[src/hdl/bpsu_pkg.sv]
// Shared types, constants and rounding helpers of the beam source pose unit.
package bpsu_pkg;

  // Default parameter values and the working fraction width.
  localparam int CORDIC_STAGES_DEF = 24;
  localparam int VECTOR_FRAC_DEF   = 30;
  localparam int WORK_FRAC         = 32;

  // Field widths.
  localparam int ANG_W     = 18;
  localparam int ANG_SUM_W = 20;
  localparam int OFS_W     = 21;
  localparam int LEN_W     = 24;
  localparam int ORG_W     = 27;
  localparam int VEC_W     = 32;
  localparam int XY_W      = 35;
  localparam int Z_W       = 33;
  localparam int IN_DATA_W  = 96;
  localparam int IN_USER_W  = 3;
  localparam int OUT_DATA_W = 376;

  // Angles are degrees with 8 fraction bits.
  localparam int DEG_FULL    = 92160;
  localparam int DEG_HALF    = 46080;
  localparam int DEG_QUARTER = 23040;

  // Inverse CORDIC gain with 32 fraction bits.
  localparam logic signed [XY_W-1:0] CORDIC_START = 35'sd2608131496;

  // atan(2^-i) in degrees with 24 fraction bits.
  localparam logic signed [Z_W-1:0] ATAN_TAB [32] = '{
    33'sd754974720, 33'sd445687602, 33'sd235489088, 33'sd119537938,
    33'sd60000934,  33'sd30029717,  33'sd15018523,  33'sd7509720,
    33'sd3754917,   33'sd1877466,   33'sd938734,    33'sd469367,
    33'sd234684,    33'sd117342,    33'sd58671,     33'sd29335,
    33'sd14668,     33'sd7334,      33'sd3667,      33'sd1833,
    33'sd917,       33'sd458,       33'sd229,       33'sd115,
    33'sd57,        33'sd29,        33'sd14,        33'sd7,
    33'sd4,         33'sd2,         33'sd1,         33'sd0
  };

  // Configuration register indexes.
  typedef enum logic [2:0] {
    REG_ISO_X       = 3'd0,
    REG_ISO_Y       = 3'd1,
    REG_ISO_Z       = 3'd2,
    REG_SAD         = 3'd3,
    REG_FRAME_MODE  = 3'd4,
    REG_DEF_GANTRY  = 3'd5,
    REG_DEF_COUCH   = 3'd6,
    REG_DEF_COLLIM  = 3'd7
  } reg_idx_e;

  // Patient orientation codes in frame_mode bits 1:0.
  typedef enum logic [1:0] {
    POS_HFS = 2'd0,
    POS_HFP = 2'd1,
    POS_FFS = 2'd2,
    POS_FFP = 2'd3
  } pos_e;

  // frame_mode bit that selects the patient-Z convention.
  localparam int MODE_PZ_BIT = 2;

  // State carried from one CORDIC cell to the next.
  typedef struct packed {
    logic signed [XY_W-1:0] x;
    logic signed [XY_W-1:0] y;
    logic signed [Z_W-1:0]  z;
    logic                   neg;
  } cordic_t;

  // Static frame settings used by the matrix and origin stages.
  typedef struct packed {
    logic signed [LEN_W-1:0] iso_x;
    logic signed [LEN_W-1:0] iso_y;
    logic signed [LEN_W-1:0] iso_z;
    logic        [LEN_W-1:0] sad;
    logic        [2:0]       mode;
  } frame_cfg_t;

  // One result; origin_x sits in the lowest bits.
  typedef struct packed {
    logic signed [VEC_W-1:0] axis_w_z;
    logic signed [VEC_W-1:0] axis_w_y;
    logic signed [VEC_W-1:0] axis_w_x;
    logic signed [VEC_W-1:0] axis_v_z;
    logic signed [VEC_W-1:0] axis_v_y;
    logic signed [VEC_W-1:0] axis_v_x;
    logic signed [VEC_W-1:0] axis_u_z;
    logic signed [VEC_W-1:0] axis_u_y;
    logic signed [VEC_W-1:0] axis_u_x;
    logic signed [ORG_W-1:0] origin_z;
    logic signed [ORG_W-1:0] origin_y;
    logic signed [ORG_W-1:0] origin_x;
  } result_t;

  // Round half up by sh bits, then clamp to plus or minus 2^f.
  function automatic logic signed [VEC_W-1:0] round_clamp(
    input logic signed [67:0] v,
    input int unsigned        sh,
    input int unsigned        f
  );
    logic signed [67:0] r;
    logic signed [67:0] one;
    logic signed [67:0] neg_one;
    r       = (v + (68'sd1 <<< (sh - 1))) >>> sh;
    one     = 68'sd1 <<< f;
    neg_one = -one;
    if (r > one) begin
      return one[VEC_W-1:0];
    end else if (r < neg_one) begin
      return neg_one[VEC_W-1:0];
    end
    return r[VEC_W-1:0];
  endfunction

  // Rows whose sign the patient orientation flips.
  function automatic logic row_flip(input pos_e pos, input int unsigned row);
    logic flip;
    flip = 1'b0;
    unique case (pos)
      POS_HFS: flip = 1'b0;
      POS_HFP: flip = (row == 0) || (row == 1);
      POS_FFS: flip = (row == 0) || (row == 2);
      POS_FFP: flip = (row == 1) || (row == 2);
      default: flip = 1'b0;
    endcase
    return flip;
  endfunction

endpackage

[src/hdl/bpsu_cordic_cell.sv]
// One CORDIC micro-rotation with its output register.
module bpsu_cordic_cell #(
  parameter int STAGE = 0
) (
  input  logic              clk_i,
  input  logic              en_i,
  input  bpsu_pkg::cordic_t cell_i,
  output bpsu_pkg::cordic_t cell_o
);

  logic signed [bpsu_pkg::XY_W-1:0] x_in, y_in, dx, dy;
  logic signed [bpsu_pkg::Z_W-1:0]  z_in;
  bpsu_pkg::cordic_t                cell_d, cell_q;

  // Rotate toward zero residual angle.
  always_comb begin
    x_in = cell_i.x;
    y_in = cell_i.y;
    z_in = cell_i.z;
    dx   = y_in >>> STAGE;
    dy   = x_in >>> STAGE;
    cell_d.neg = cell_i.neg;
    if (!z_in[bpsu_pkg::Z_W-1]) begin
      cell_d.x = x_in - dx;
      cell_d.y = y_in + dy;
      cell_d.z = z_in - bpsu_pkg::ATAN_TAB[STAGE];
    end else begin
      cell_d.x = x_in + dx;
      cell_d.y = y_in - dy;
      cell_d.z = z_in + bpsu_pkg::ATAN_TAB[STAGE];
    end
  end

  always_ff @(posedge clk_i) begin
    if (en_i) begin
      cell_q <= cell_d;
    end
  end

  assign cell_o = cell_q;

endmodule

[config.mk]
export PLATFORM = sky130hd
export DESIGN_NAME = bpsu_cordic_cell
export DESIGN_NICKNAME = d
export VERILOG_FILES = /design/src/hdl/bpsu_pkg.sv /design/src/hdl/bpsu_cordic_cell.sv
export SDC_FILE = /design/constraint.sdc
export NUM_CORES = 1
export LEC_CHECK = 0
export BUFFER_PORTS_ARGS = -buffer_cell sky130_fd_sc_hd__clkbuf_2
export CAP_MARGIN = 15
export CORE_MARGIN = 2
export CORE_UTILIZATION = 35
export CTS_BUF_LIST = sky130_fd_sc_hd__clkbuf_8
export DETAILED_ROUTE_END_ITERATION = 10
export PLACE_DENSITY_LB_ADDON = 0.05
export RECOVER_POWER = 25
export SETUP_SLACK_MARGIN = 0.3
export SLEW_MARGIN = 20
export SYNTH_ARGS = -nofsm -noshare
export SYNTH_HDL_FRONTEND = slang
export SYNTH_SLANG_ARGS = --single-unit
[constraint.sdc]
create_clock -name clk_i -period 3.07 [get_ports clk_i]
set_clock_uncertainty 0.1 [all_clocks]
set_input_delay 0.307 -clock clk_i [delete_from_list [all_inputs] [get_ports clk_i]]
set_output_delay 0.307 -clock clk_i [all_outputs]
set_load 0.005 [all_outputs]
# --- Word level (Yosys, flattened, before mapping) ---
# Cells that the tools add are included.
classes:
  n_mux: 1
  n_addsub: 5
op_table:
  columns: ["cell", "n"]
  rows:
  - ["103-bit two-way mux", 1]
  - ["35-bit subtractor", 2]
  - ["35-bit adder", 1]
  - ["33-bit by 31-bit adder with 33-bit output, second input constant", 1]
  - ["33-bit by 31-bit subtractor with 33-bit output, second input constant", 1]
word_totals:
  regBits: 104
  inputBits: 106
  elab_cells: 10

# --- Depth between registers and ports, before layout ---
logic_depth:
  word_depth: 2
  mapped_depth: 12

# --- Worst setup path after synthesis ---
# Ideal clock, no wire load.
synth_timing:
  kind: "in2reg"
  start: "input cell_i[42] in the netlist's numbering"
  end: "register cell_q (netlist bit cell_o[66]) (data pin)"
  required_ns: 2.701
  n_path_buf: 1
  cell_stages: 12
  arrival_time_ns: 2.533
  setup_time_ns: 0.269
  path_slack_ns: 0.167
  path_cell_list: "inv_1 > ha_1 > clkbuf_1 > inv_1 > o2111ai_1 > a211oi_2 > nor3_4 > a31oi_2 > a31oi_2 > o31a_1 > mux2_2 > xor2_1"
synth_rtl:
  columns: ["item", "line_no", "rtl"]
  rows:
  - ["from (decl)", "bpsu_cordic_cell.sv:7", "input bpsu_pkg::cordic_t cell_i,"]
  - ["to (signal assigned)", "bpsu_cordic_cell.sv:36", "cell_q <= cell_d;"]
  - ["to (decl)", "bpsu_cordic_cell.sv:13", "bpsu_pkg::cordic_t cell_d, cell_q;"]

==> out/qor.yml <==
outcome: "finished with violations"
violations: "max-capacitance violations, max-slew violations"
routed-via-count: 8939
largest_reg_flops: 103
ios: 210
clk_pin_slew_ns: 0.12
die_area_mm2: 0.02754
avgSynthCellArea_um2: 9.008
placed_cells: 1714
synthArstFlopShare_pct: 0
initial_utilization_pct: 35.42
synth.cell_area_mm2: 0.009179
crit_chain: "buf_6, clkbuf_1, ha_4, fa_2, nor2b_4, o2111ai_4, nand3_4, buf_6, a31oi_4, o31ai_4, buf_6, a211oi_4, o311a_1, a21oi_2, xnor2_1"
layout_common_cells: "clkbuf_2, buf_4, a21oi_1, inv_1, edfxtp_1"
die_y_um: 165.9
synth_flop_cell: "edfxtp_1"
rsz0062_at_grt: "yes"
synth.area.mux_share_pct: 2.086
clk_path_buf_depth: 2
fmax_mhz: 355.7
areaGrowthSynthToFinish_pct: 41.94
stdcell_count: 1759
grt_pass1_wl_um: 48400
hold_viol: 0
fin_crit_sh_pct: 91.58
utilization_pct: 50.28
slew_headroom_pct: -43.45
rows: 59
p_total_uw: 5034
final_nets: 1638
maxSlewViolCount: 36
grt_max_degree: 54
place_congestion: 0.9259
final_cell_area_mm2: 0.01303
syn_nets: 1238
avgViaCountPerCell: 5.082
antenna_left: 0
synthXorXnorAreaFrac_pct: 6.966
tightestPinTransition_ns: 2.152
drv_cap: 1
synth_warnings: 0
synth_simple_gate_area_share_pct: 11.27
ys_types: 70
synth_top_family_by_area: "compound AO/OA/AOI/OAI gates"
cellLeakagePower_uw: 0.005987
start_kind: "input port"
gr-usage-all-layers_pct: 22.07
synth_compound_area_share_pct: 23.45
synth-edff-count: 103
cp_max_fo: 3
drive_above_1_share_pct: 36.66
comb_power_share_pct: 44.2
drt-initial-drc-count: 614
overflow: 0
switching_share_pct: 36.59
cts_tree: "yes"
route.detailed.drc: 0
yosysSeqAreaShare_pct: 33.70
slowest_delay_ns: 0.41
hp-class: "in2reg"
layout_commonest_cell: "clkbuf_2"
synthCells: 1019
cts_htree_levels: 3
crit_path_frequent_cell: "buf_6"
cp_num_buf_inv: 4
fin_crit_ns: 2.811
cp-end-kind: "flop"
p_sw_uw: 1842
seqPwrFrac_pct: 37.3
numCtsBuffers: 9
setup_viol_count_final: 0
die_w_um: 165.9
cpLargestDelayFamily: "compound AO/OA/AOI/OAI gates"
io_buffers: 209
cts_root_buf: "clkbuf_8"
fin_setup_tns_ns: 0
clkSinkCount: 103
antenna_found_initial: 0
cp.arrival_ns: 2.89
dp_hpwl_um: 25150
core_area_mm2: 0.02591
grt_pass1_vias: 9052
dpl-instance-area_mm2: 0.01202
crit_type: "in2reg"
ir_drop_mv: 0.1947
internal-power_uw: 3192
antenna_cells: 0
synth-adder-area-share_pct: 15.73
power_frac_clock_pct: 18.5
hold_path_depth: 1
cp_data_required_time_ns: 3.15
firstDrtPassIters: 5
routedWlPerCell_um: 17.67
fillers: 2510
timing.critical_path.slowest_stage_cell: "fa_2"
routed_wl_um: 31090
whs_endpoint: "cell_o[20]$_DFFE_PP_"
ys_ff_latch: 103
hold_start: "cell_i[20]"
p_per_area_mw_per_mm2: 386.4
==> cells in the mapped netlist (all sizes together), types with 6 or more instances <==
cell	instances	area, um2
xnor2	64	560.5
a31oi	13	93.84
o21a	10	75.07
ha	109	1364
nor3	17	101.4
a211oi	15	127.6
o21ai	57	285.3
clkbuf	27	101.4
a21oi	118	590.6
nand3	13	65.06
nand2	47	176.4
and2	6	37.54
nor2	85	319.1
buf	20	102.6
o31a	7	61.31
a211o	6	52.55
a21boi	6	45.05
nor2b	13	81.33
a21o	22	165.2
o21bai	20	150.1
o31ai	15	112.6
nand2b	6	37.54
or2	7	43.80
mux2i	18	180.2
xor2	9	78.83
inv	110	412.9
edfxtp	103	3093
==> power by group through the flow <==
| stage | clock [uW] | combinational (uW) | sequential [uW] |
|---|---|---|---|
| floorplan | 0 | 1010 | 1940 |
| detailed placement | 0 | 2050 | 1920 |
| global route | 1020 | 2420 | 1900 |
| CTS | 974 | 2110 | 1880 |
| finish | 930 | 2220 | 1880 |
| global placement | 0 | 2050 | 1910 |
==> area by class of cell <==
type	count	area (um2)	area share, %
Tap cell	335	419.2	3.217
Inverter	112	420.4	3.227
Multi-Input combinational cell	757	6053	46.46
Timing Repair Buffer	436	2833	21.74
Clock buffer	9	123.9	0.9507
Sequential cell	103	3093	23.74
Clock inverter	7	86.33	0.6626
==> stage by stage <==
step,hold slack [ns],worst slack (ns)
after floorplan,0.3059,0.2484
after global placement,0.3840,-0.4391
after detailed placement,0.3857,-0.4847
after CTS,0.01349,0.2785
after global routing,0.03721,0.1851
final,0.05795,0.2586
==> worst max-delay path by stage <==
| stage | endpoint | cells past startpoint | startpoint |
|---|---|---|---|
| 2_1_floorplan | cell_o[66]$_DFFE_PP_ | 12 | cell_i[47] |
| 5_1_grt | cell_o[66]$_DFFE_PP_ | 13 | cell_i[69] |
| 3_3_place_gp | cell_o[96]$_DFFE_PP_ | 13 | cell_i[35] |
| 3_5_place_dp | cell_o[96]$_DFFE_PP_ | 13 | cell_i[35] |
| 4_1_cts | cell_o[96]$_DFFE_PP_ | 13 | cell_i[46] |
| 6_report | cell_o[62]$_DFFE_PP_ | 15 | cell_i[69] |
==> repair_timing <==
item                                    CTS  global route
setup buffers                             1             4
endpoints found under the setup margin   24            35
hold buffers                             24             0
hold endpoints to repair                 24             0
gates resized for setup                  26            83
pin swaps                                 5            27
==> logic make-up (layout without fill, tap and decap cells) <==
logic type,after synthesis,in the layout
AO/OA/AOI/OAI,333,333
XOR/XNOR,73,73
adder cells (fa/ha/maj),113,113
buffers and inverters,159,564
flip-flops,103,103
multiplexers,19,19
AND/OR/NAND/NOR,219,219
==> layer usage <==
layer	GRT usage [%]	part of all wire [%]	vias to the layer above
met5	0	0	-
met4	6.692	2.1	0
met3	3.742	5.2	46
met2	37.09	47	296
met1	29.11	46	4170
li1	-	-	4427
Note: power is estimated with default switching activity, not from simulation.
